File: config.mk
export PLATFORM = sky130hd
export DESIGN_NAME = pixel_gray_overlay_compositor
export DESIGN_NICKNAME = d
export VERILOG_FILES = /design/src/design/pgoc_pkg.sv /design/src/design/pgoc_regions.sv /design/src/design/pixel_gray_overlay_compositor.sv
export SDC_FILE = /design/constraint.sdc
export NUM_CORES = 1
export LEC_CHECK = 0
export ABC_AREA = 1
export BUFFER_PORTS_ARGS = -buffer_cell sky130_fd_sc_hd__buf_2
export CORE_MARGIN = 3
export CORE_UTILIZATION = 35
export CTS_BUF_LIST = sky130_fd_sc_hd__clkbuf_8
export CTS_CLUSTER_SIZE = 10
export DETAILED_ROUTE_END_ITERATION = 6
export PLACE_DENSITY_LB_ADDON = 0.3
export SKIP_LAST_GASP = 1
export SLEW_MARGIN = 20
export SYNTH_ARGS = -nofsm -noshare
export SYNTH_HDL_FRONTEND = slang
export SYNTH_SLANG_ARGS = --single-unit
File: constraint.sdc
create_clock -name clk -period 4.1 [get_ports clk]
set_input_delay 1.025 -clock clk [delete_from_list [all_inputs] [get_ports clk]]
set_output_delay 1.025 -clock clk [all_outputs]
set_load 0.02 [all_outputs]
File: src/design/pgoc_pkg.sv
// Shared types, constants and helper functions of the gray overlay compositor.
`timescale 1ns / 1ps

package pgoc_pkg;

  localparam int DimW    = 13;
  localparam int PosW    = 12;
  localparam int ChanW   = 8;
  localparam int CoordW  = 15;
  localparam int RegIdxW = 3;
  localparam int ProdW   = 24;

  localparam int FrameThickness = 10;
  localparam int FrameSpanX     = 200;
  localparam int FrameSpanY     = 270;
  localparam int MaxDim         = 4096;

  // Luma weights over 65536; they sum to exactly 65536.
  localparam logic [15:0] WeightRed   = 16'd13933;
  localparam logic [15:0] WeightGreen = 16'd46871;
  localparam logic [15:0] WeightBlue  = 16'd4732;

  localparam logic [ChanW-1:0] ChanFull = 8'hFF;
  localparam logic [ChanW-1:0] ChanZero = 8'h00;

  localparam logic [DimW-1:0] ResetImageWidth  = 13'd1024;
  localparam logic [DimW-1:0] ResetImageHeight = 13'd1536;
  localparam logic [DimW-1:0] ResetCornerWidth = 13'd128;
  localparam logic [DimW-1:0] ResetCornerHeight = 13'd128;
  localparam logic [DimW-1:0] ResetCenterWidth = 13'd256;
  localparam logic [DimW-1:0] ResetCenterHeight = 13'd256;
  localparam logic [PosW-1:0] ResetFrameLeft   = 12'd446;
  localparam logic [PosW-1:0] ResetFrameTop    = 12'd951;

  typedef enum logic [RegIdxW-1:0] {
    REG_IMAGE_WIDTH,
    REG_IMAGE_HEIGHT,
    REG_CORNER_WIDTH,
    REG_CORNER_HEIGHT,
    REG_CENTER_WIDTH,
    REG_CENTER_HEIGHT,
    REG_FRAME_LEFT,
    REG_FRAME_TOP
  } reg_idx_t;

  typedef logic signed [CoordW-1:0] coord_t;

  typedef struct packed {
    logic [DimW-1:0] image_width;
    logic [DimW-1:0] image_height;
    logic [DimW-1:0] corner_logo_width;
    logic [DimW-1:0] corner_logo_height;
    logic [DimW-1:0] center_logo_width;
    logic [DimW-1:0] center_logo_height;
    logic [PosW-1:0] frame_left;
    logic [PosW-1:0] frame_top;
  } cfg_t;

  typedef struct packed {
    logic corner_hit;
    logic center_hit;
    logic edge_black;
    logic edge_red;
    logic frame_hit;
  } overlay_flags_t;

  // A size register above the largest supported dimension counts as that dimension.
  function automatic coord_t dim_coord(logic [DimW-1:0] v);
    logic [DimW-1:0] c;
    c = v;
    if (int'(v) > MaxDim) begin
      c = DimW'(MaxDim);
    end
    return coord_t'({2'b00, c});
  endfunction

  function automatic coord_t pos_coord(logic [PosW-1:0] v);
    return coord_t'({3'b000, v});
  endfunction

  function automatic logic in_span(coord_t v, coord_t lo, coord_t hi);
    return (v >= lo) && (v <= hi);
  endfunction

endpackage

File: src/design/pgoc_regions.sv
// Region decode: logo, border and frame hit flags for one pixel position.
`timescale 1ns / 1ps

module pgoc_regions (
  input  pgoc_pkg::cfg_t                  cfg,
  input  logic [pgoc_pkg::PosW-1:0]       pixel_row,
  input  logic [pgoc_pkg::PosW-1:0]       pixel_col,
  input  logic [pgoc_pkg::ChanW-1:0]      corner_red,
  input  logic [pgoc_pkg::ChanW-1:0]      corner_green,
  input  logic [pgoc_pkg::ChanW-1:0]      corner_blue,
  input  logic [pgoc_pkg::ChanW-1:0]      center_red,
  input  logic [pgoc_pkg::ChanW-1:0]      center_green,
  input  logic [pgoc_pkg::ChanW-1:0]      center_blue,
  output pgoc_pkg::overlay_flags_t        flags
);
  import pgoc_pkg::*;

  coord_t w, h, cw, ch, zw, zh;
  coord_t r, c;
  coord_t cy, cx;
  coord_t fl, ft, fr, fb, t;
  logic   in_image;
  logic   corner_key_ok, center_key_ok;

  always_comb begin
    w  = dim_coord(cfg.image_width);
    h  = dim_coord(cfg.image_height);
    cw = dim_coord(cfg.corner_logo_width);
    ch = dim_coord(cfg.corner_logo_height);
    zw = dim_coord(cfg.center_logo_width);
    zh = dim_coord(cfg.center_logo_height);
    r  = pos_coord(pixel_row);
    c  = pos_coord(pixel_col);

    in_image = (r < h) && (c < w);

    // The key test passes only when no channel of the logo is full scale.
    corner_key_ok = (corner_red != ChanFull) && (corner_green != ChanFull) &&
                    (corner_blue != ChanFull);
    center_key_ok = (center_red != ChanFull) && (center_green != ChanFull) &&
                    (center_blue != ChanFull);

    flags.corner_hit = in_image && (r >= h - ch) && (c >= w - cw) && corner_key_ok;

    // Dimensions are never negative, so the arithmetic shift is a truncating half.
    cy = (h >>> 1) - (zh >>> 1);
    cx = (w >>> 1) - (zw >>> 1);
    flags.center_hit = in_image && (r >= cy) && (r < cy + zh) &&
                       (c >= cx) && (c < cx + zw) && center_key_ok;

    flags.edge_black = in_image && ((c == '0) || (r == '0));
    flags.edge_red   = in_image && ((c == w - coord_t'(1)) || (r == h - coord_t'(1)));

    fl = pos_coord(cfg.frame_left);
    ft = pos_coord(cfg.frame_top);
    fr = fl + coord_t'(FrameSpanX);
    fb = ft + coord_t'(FrameSpanY);
    t  = coord_t'(FrameThickness);
    flags.frame_hit =
      (in_span(r, ft, fb) &&
       (in_span(c, fl, fl + t - coord_t'(1)) || in_span(c, fr - t + coord_t'(1), fr))) ||
      (in_span(c, fl, fr) &&
       (in_span(r, ft, ft + t - coord_t'(1)) || in_span(r, fb - t + coord_t'(1), fb)));
  end

endmodule

File: src/design/pixel_gray_overlay_compositor.sv
// Top level of the gray overlay compositor: input stage, gray products and compositing.
//
//   channel   handshake         payload
//   pixel in  start / busy      pixel_row, pixel_col, main_*, corner_*, center_*
//   pixel out done (strobe)     out_red, out_green, out_blue
//   config    wr_en             wr_index, wr_data
//
// One pixel beat is taken in every cycle; busy is held low, as nothing in the
// datapath iterates. A result passes the input and product registers into the output
// register and is marked by done for one cycle; the receiver cannot stall. The three
// stages are the input register, the weighted products with the region flags, and the
// final sum and select into the output register. Reset is synchronous, clears the
// stage valid bits and returns the register file to its reset values.
`timescale 1ns / 1ps

module pixel_gray_overlay_compositor (
  input  logic                            clk,
  input  logic                            rst,
  input  logic                            start,
  output logic                            busy,
  input  logic [pgoc_pkg::PosW-1:0]       pixel_row,
  input  logic [pgoc_pkg::PosW-1:0]       pixel_col,
  input  logic [pgoc_pkg::ChanW-1:0]      main_red,
  input  logic [pgoc_pkg::ChanW-1:0]      main_green,
  input  logic [pgoc_pkg::ChanW-1:0]      main_blue,
  input  logic [pgoc_pkg::ChanW-1:0]      corner_red,
  input  logic [pgoc_pkg::ChanW-1:0]      corner_green,
  input  logic [pgoc_pkg::ChanW-1:0]      corner_blue,
  input  logic [pgoc_pkg::ChanW-1:0]      center_red,
  input  logic [pgoc_pkg::ChanW-1:0]      center_green,
  input  logic [pgoc_pkg::ChanW-1:0]      center_blue,
  output logic                            done,
  output logic [pgoc_pkg::ChanW-1:0]      out_red,
  output logic [pgoc_pkg::ChanW-1:0]      out_green,
  output logic [pgoc_pkg::ChanW-1:0]      out_blue,
  input  logic                            wr_en,
  input  logic [pgoc_pkg::RegIdxW-1:0]    wr_index,
  input  logic [pgoc_pkg::DimW-1:0]       wr_data
);
  import pgoc_pkg::*;

  cfg_t cfg;

  logic             accept;
  logic             s1_valid;
  logic [PosW-1:0]  s1_row, s1_col;
  logic [ChanW-1:0] s1_red, s1_green, s1_blue;
  logic [ChanW-1:0] s1_corner_red, s1_corner_green, s1_corner_blue;
  logic [ChanW-1:0] s1_center_red, s1_center_green, s1_center_blue;

  overlay_flags_t   s1_flags;

  logic             s2_valid;
  logic [ProdW-1:0] s2_prod_red, s2_prod_green, s2_prod_blue;
  overlay_flags_t   s2_flags;
  logic [ChanW-1:0] s2_corner_red, s2_corner_green, s2_corner_blue;

  logic [ProdW-1:0] gray_sum;
  logic [ChanW-1:0] red_next, green_next, blue_next;

  assign busy   = 1'b0;
  assign accept = start && !busy;

  always_ff @(posedge clk) begin
    if (rst) begin
      cfg.image_width        <= ResetImageWidth;
      cfg.image_height       <= ResetImageHeight;
      cfg.corner_logo_width  <= ResetCornerWidth;
      cfg.corner_logo_height <= ResetCornerHeight;
      cfg.center_logo_width  <= ResetCenterWidth;
      cfg.center_logo_height <= ResetCenterHeight;
      cfg.frame_left         <= ResetFrameLeft;
      cfg.frame_top          <= ResetFrameTop;
    end else if (wr_en) begin
      case (reg_idx_t'(wr_index))
        REG_IMAGE_WIDTH:   cfg.image_width        <= wr_data;
        REG_IMAGE_HEIGHT:  cfg.image_height       <= wr_data;
        REG_CORNER_WIDTH:  cfg.corner_logo_width  <= wr_data;
        REG_CORNER_HEIGHT: cfg.corner_logo_height <= wr_data;
        REG_CENTER_WIDTH:  cfg.center_logo_width  <= wr_data;
        REG_CENTER_HEIGHT: cfg.center_logo_height <= wr_data;
        REG_FRAME_LEFT:    cfg.frame_left         <= wr_data[PosW-1:0];
        REG_FRAME_TOP:     cfg.frame_top          <= wr_data[PosW-1:0];
        default: begin
        end
      endcase
    end
  end

  // Input stage.
  always_ff @(posedge clk) begin
    if (rst) begin
      s1_valid <= 1'b0;
    end else begin
      s1_valid <= accept;
    end
    if (accept) begin
      s1_row          <= pixel_row;
      s1_col          <= pixel_col;
      s1_red          <= main_red;
      s1_green        <= main_green;
      s1_blue         <= main_blue;
      s1_corner_red   <= corner_red;
      s1_corner_green <= corner_green;
      s1_corner_blue  <= corner_blue;
      s1_center_red   <= center_red;
      s1_center_green <= center_green;
      s1_center_blue  <= center_blue;
    end
  end

  pgoc_regions u_regions (
    .cfg          (cfg),
    .pixel_row    (s1_row),
    .pixel_col    (s1_col),
    .corner_red   (s1_corner_red),
    .corner_green (s1_corner_green),
    .corner_blue  (s1_corner_blue),
    .center_red   (s1_center_red),
    .center_green (s1_center_green),
    .center_blue  (s1_center_blue),
    .flags        (s1_flags)
  );

  // Product stage: weights are constants, so each product is a short adder tree.
  always_ff @(posedge clk) begin
    if (rst) begin
      s2_valid <= 1'b0;
    end else begin
      s2_valid <= s1_valid;
    end
    if (s1_valid) begin
      s2_prod_red     <= ProdW'(WeightRed) * ProdW'(s1_red);
      s2_prod_green   <= ProdW'(WeightGreen) * ProdW'(s1_green);
      s2_prod_blue    <= ProdW'(WeightBlue) * ProdW'(s1_blue);
      s2_flags        <= s1_flags;
      s2_corner_red   <= s1_corner_red;
      s2_corner_green <= s1_corner_green;
      s2_corner_blue  <= s1_corner_blue;
    end
  end

  // The weights sum to 65536, so the total never exceeds 24 bits.
  assign gray_sum = s2_prod_red + s2_prod_green + s2_prod_blue;

  always_comb begin
    red_next   = gray_sum[ProdW-1:ProdW-ChanW];
    green_next = gray_sum[ProdW-1:ProdW-ChanW];
    blue_next  = gray_sum[ProdW-1:ProdW-ChanW];
    if (s2_flags.corner_hit) begin
      red_next   = s2_corner_red;
      green_next = s2_corner_green;
      blue_next  = s2_corner_blue;
    end
    if (s2_flags.center_hit) begin
      red_next  = ChanFull;
      blue_next = ChanFull;
    end
    if (s2_flags.edge_black) begin
      red_next   = ChanZero;
      green_next = ChanZero;
      blue_next  = ChanZero;
    end
    if (s2_flags.edge_red) begin
      red_next = ChanZero;
    end
    if (s2_flags.frame_hit) begin
      red_next   = ChanFull;
      green_next = ChanFull;
      blue_next  = ChanFull;
    end
  end

  always_ff @(posedge clk) begin
    if (rst) begin
      done <= 1'b0;
    end else begin
      done <= s2_valid;
    end
    if (s2_valid) begin
      out_red   <= red_next;
      out_green <= green_next;
      out_blue  <= blue_next;
    end
  end

  // A result beat always traces back to an accepted input beat.
  a_done_latency: assert property (@(posedge clk) disable iff (rst)
    done |-> $past(accept, 3))
    else $error("result beat without a matching input beat");

  // The frame overrides every earlier step.
  a_frame_white: assert property (@(posedge clk) disable iff (rst)
    (s2_valid && s2_flags.frame_hit) |=>
      (out_red == ChanFull && out_green == ChanFull && out_blue == ChanFull))
    else $error("frame pixel is not white");

  // Left and top border pixels outside the frame come out black.
  a_edge_black: assert property (@(posedge clk) disable iff (rst)
    (s2_valid && s2_flags.edge_black && !s2_flags.frame_hit) |=>
      (out_red == ChanZero && out_green == ChanZero && out_blue == ChanZero))
    else $error("border pixel is not black");

endmodule
### Yosys cells after proc, flatten, opt, wreduce, memory -nomap -nowiden

Index checks and enable logic that the tools add are counted.

* logic and storage cells: 150
* bits in registers: 319

* $lt $le $gt $ge: 22
* muxes and demuxes: 15
* reductions and logical operators: 39
* add/subtract/negate cells: 20
* equality and inequality tests: 15
* multiply operators: 3

Operators with widths (number)
* 13-bit by 15-bit >= comparator with 1-bit output: 6
* 13-bit greater-than comparator, second input constant: 6
* 13-bit 2-to-1 mux: 6
* 8-bit 2-to-1 mux: 9
* 13-bit by 15-bit less-or-equal comparator with 1-bit output: 4
* 8-bit != test, second input constant: 6
* 15-bit by 14-bit adder with 15-bit output: 2
* 15-bit by 2-bit adder with 15-bit output, second input constant: 2
* 13-bit by 15-bit == test with 1-bit output: 2
* 13-bit by 15-bit < comparator with 1-bit output: 2
* 15-bit by 2-bit subtractor with 15-bit output, second input constant: 2
* 15-bit by 5-bit subtractor with 15-bit output, second input constant: 2
* 13-bit by 1-bit subtractor with 14-bit output, second input constant: 2
* 13-bit by 13-bit subtractor with 14-bit output: 2
* 12-bit by 4-bit adder with 13-bit output, second input constant: 2
* 12-bit by 13-bit < comparator with 1-bit output: 2
* 12-bit by 12-bit subtractor with 13-bit output: 2
* 22-bit by 24-bit adder with 24-bit output: 1
* 24-bit by 21-bit adder with 24-bit output: 1
* 12-bit >= comparator: 2
* 12-bit logical NOT: 2
* 16-bit by 8-bit multiplier with 24-bit output, first input constant: 1
* 1-bit logical AND: 23
* 14-bit by 8-bit multiplier with 22-bit output, first input constant: 1
* other kinds (9): 24

### Longest topological paths before layout

* depth in word-level cells: 9
* mapped depth: 33
* mapped depth without buffers: 31

### Modules after synthesis

Synthesis repeated with hierarchy kept, for this count alone.

* cell total of the unflattened synthesis: 3662
* area total of the unflattened synthesis: 29610.9 um^2

Modules (own cells, without submodules)
* pixel_gray_overlay_compositor: cells each 1811, area each 18270.0 um^2, seq. area each 8528.2 um^2, instances 1
* pgoc_regions: cells each 1851, area each 11340.9 um^2, seq. area each 0.0 um^2, instances 1

### Least setup slack after synthesis

No wires, ideal clock.

* path kind: reg-to-reg
* start: register cfg[45] (netlist name)
* end: register s2_flags[3] (netlist bit), data pin
* arrival time: 4248 ps
* data required time: 3849 ps
* period minus slack after synthesis: 4499 ps
* path buffers: 0
* stages on the path, launching flop included: 30
* slack: -399 ps
* cells stage by stage: dfxtp_1 > nor4_1 > nand3_1 > nand2_1 > inv_1 > nor2_1 > ha_1 > inv_1 > fa_1 > nand3_1 > nand2_1 > a21oi_1 > o21bai_1 > xor2_1 > inv_1 > ha_1 > nand2_1 > nor3_1 > a21o_1 > a21oi_1 > o21ai_0 > xor2_1 > ha_1 > nand4_1 > o221ai_1 > nand2_1 > nand2_1 > nand3b_1 > nand3_1 > nor2_1

RTL lines
* end signal, assigned: line pixel_gray_overlay_compositor.sv:136 `s2_flags <= s1_flags;`
* end, declared: line pixel_gray_overlay_compositor.sv:55 `overlay_flags_t s2_flags;`

==> impl_metrics.tcl <==
set metrics [dict create \
    status "complete, but fails checks" \
    failed_checks "negative setup slack" \
    core_um2 80900 \
    viasPerCell 4.89 \
    power_leakage_nw 17.3 \
    synth_edf_count 214 \
    fin_crit_ns 4.42 \
    io_buffers 140 \
    seqPwrFrac_pct 23.1 \
    setup_viol 1 \
    hpwl_um 65600 \
    synth_nets 4089 \
    synth_common_cells "nand2_1 (615), inv_1 (460), ha_1 (456), a21oi_1 (302), nor2_1 (272)" \
    cts.sinks 319 \
    drv_cap 0 \
    synth-seq-area-share_pct 29.7 \
    synth_area_per_cell_um2 8.42 \
    finalNetCount 4649 \
    p_sw_share_pct 42.8 \
    ctsHoldBuffers 0 \
    final_area_um2 36100 \
    grt_use_total_pct 19.2 \
    synth_xor_area_share_pct 5.97 \
    finClkSkew_ns 0.0336 \
    synth_top_area_cell "edfxtp_1" \
    grt_util_met1_pct 25.6 \
    switching_power_mw 8.59 \
    reg2reg_from "cfg[40]" \
    min_from "s1_corner_green[6]" \
    synth.mux.area_fraction_pct 0 \
    layout.cells.non_filler 5077 \
    power.density_nw_per_um2 556 \
    gp_congestion 0.906 \
    vdd_ir_drop_max_uv 403 \
    drive_gt1_share_pct 22.9 \
    clock_latency_ns 0.70 \
    synth_top_family_by_area "adder cells" \
    whs_ns 0.446 \
    placed_cell_area_um2 33400 \
    grt_pass1_vias 24400 \
    grt_first_pass_wirelength_um 130000 \
    place_ws_ns -0.489 \
    synth_most_common_cell "nand2_1" \
    first_iter_violations 1248 \
    intPower_mw 11.5 \
    first_pass_iters 5 \
    die_y_um 292 \
    hold_class "register to register" \
    reg2reg_depth 26 \
    dr_total_vias 24800 \
    ys_warn_count 0 \
    synth_top_area_share_pct 22.4 \
    r2r_end "s2_flags[3]" \
    ff_latch_area_um2 8540 \
    ys_ff_latch 319 \
    multi_input_area_um2 19400 \
    syn_to_final_growth_pct 25.6 \
    crit_path_max_fanout 5 \
    worstHoldEndpoint "s2_corner_green[6]" \
    start_util_pct 35.5 \
    die_area_um2 85500 \
    synthAdderAreaFrac_pct 27.3 \
    ant_nets 0 \
    synthSimpleGateAreaFrac_pct 18.5 \
    hold_viol 0 \
    grt_setup_unrepaired "true" \
    cts_buffers 59 \
    antenna_found_initial 1 \
    synth_compound_area_share_pct 11.5 \
    ys_async_sr_fraction_pct 0 \
    clk_pin_slew_ns 0.06 \
    n_fill_cell 8064 \
    fin_crit_sh_pct 108 \
    rows 104 \
    synth_area_leaders "edfxtp_1 (22%), ha_1 (20%), nand2_1 (8.0%)" \
    grtUsageMet3_pct 2.15 \
    cts-root-buf "clkbuf_8" \
    worstSetupPathType "register to register" \
    worst_ep_required_time_ns 4.53 \
    tightest_slew_ns 1.04 \
    power_frac_clock_pct 16.1 \
    synth_cell_type_count 62 \
    ioPinCount 142 \
    netlist_instances 3410 \
    wl_um 83500 \
    netlist_area_um2 28700 \
    met2_usage_pct 33.0 \
    power_frac_comb_pct 60.8 \
    holdPathStages 0 \
    crit_arrival_ns 4.85 \
    power_mw 20.0 \
    htreeDepth 2 \
    wl_per_cell_um 16.4 \
    overflow 0 \
    start_kind "register" \
    synth_ff_type "edfxtp_1" \
    end_kind "register" \
    clockBufferDepth 3 \
    timing.slew.headroom_pct 30.9 \
    fin_ws_ns -0.321 \
    grt_most_used_layer "met2" \
    grt_max_degree 80 \
    fmax_mhz 226 \
    r2r_slack_ns -0.32 \
    finalMaxSlewViolations 0 \
    die_w_um 292 \
    drc 0 \
    dp.cells 4935 \
    tritoncts "built" \
]
## critical path, stage by stage (launching register included)
cell and delay [ns]:
dfxtp_1 0.33, nor4_2 0.29, nand3_1 0.12, nand2_2 0.15, inv_2 0.07, nor2_4 0.09
ha_1 0.15, inv_1 0.06, fa_2 0.35, buf_4 0.15, xor2_2 0.15, ha_1 0.31
a21oi_1 0.18, o21ai_0 0.10, a21oi_1 0.22, inv_1 0.08, a31oi_2 0.21, o21ai_2 0.09
xor2_1 0.15, ha_1 0.30, nand4_1 0.10, o221ai_2 0.16, nand2_1 0.07, nand2_1 0.06
nand3b_1 0.09, nand3_2 0.09, nor2_1 0.04
## registers in the layout, indices dropped and copies added (netlist names), 12 cells and up
name	flops
s1_row	12
cfg	102
s2_prod_green	24
s2_prod_red	22
s2_prod_blue	19
s1_col	12
## layer usage
layer / wire (um) / part of all wire [%]
met3: 3370 / 4.0
met5: 0 / 0
met1: 38200 / 46
met4: 2260 / 2.7
met2: 39700 / 48
## how the worst max path moves through the flow
stage,to,startpoint
final,s2_flags[3],cfg[40]
after global routing,s2_flags[3],cfg[45]
after CTS,s2_flags[3],cfg[27]
after detailed placement,s2_flags[3],cfg[24]
after global placement,s2_flags[3],cfg[37]
after floorplan,s2_flags[3],cfg[35]
## placed cells by master (no fill, tap or decap), types with 15 or more instances in the layout
cell type	instances
fa_1	94
a21oi_1	269
inv_2	22
clkbuf_8	63
edfxtp_1	214
buf_2	139
o21ai_0	159
dfxtp_1	98
o211ai_1	15
nor4_1	19
xnor2_1	48
ha_1	406
nand2_1	595
buf_4	407
a21oi_2	32
nor3_1	21
nor2_1	260
xor2_1	121
nand3_1	118
o21ai_1	21
nand4_1	58
ha_4	45
inv_1	460
o21ai_2	16
nand3b_1	19
nor2_2	22
nand2_2	41
## logic make-up after synthesis
logic type	after synthesis
AOI/OAI and AO/OA	603
xor gates and xnor gates	186
adders and majority gates	563
buffers and inverters	524
DFF	319
other	1
and+or+nand+nor	1214
## layout make-up
type | instances | area share (%)
Antenna cell | 1 | 0.00694
Clock buffer | 63 | 2.41
Clock inverter | 44 | 0.982
Inverter | 472 | 4.92
Multi-Input combinational cell | 2567 | 53.7
Sequential cell | 319 | 23.7
Tap cell | 1060 | 3.68
Timing Repair Buffer | 551 | 10.6
## stage by stage
stage	util (%)	TNS (ns)
2_1_floorplan	-	-0.0701
3_3_place_gp	41.3	-1.59
5_1_grt	44.5	-1.28
4_1_cts	43.4	-0.438
3_5_place_dp	41.3	-1.78
6_report	44.5	-0.321
## power groups by stage
stage	Sequential (mW)	Combinational (mW)	Clock, mW
floorplan	4.53	7.20	0
global placement	4.70	10.8	0
detailed placement	4.70	10.9	0
CTS	4.64	11.4	3.36
global route	4.67	13.8	3.49
finish	4.63	12.2	3.23
## repair_timing
action                                  CTS  global route
resized for setup                        76           156
pin swaps                                54            98
endpoints found under the setup margin   18            28
setup buffers                            16            19
Note: power is estimated with default switching activity, not from simulation.
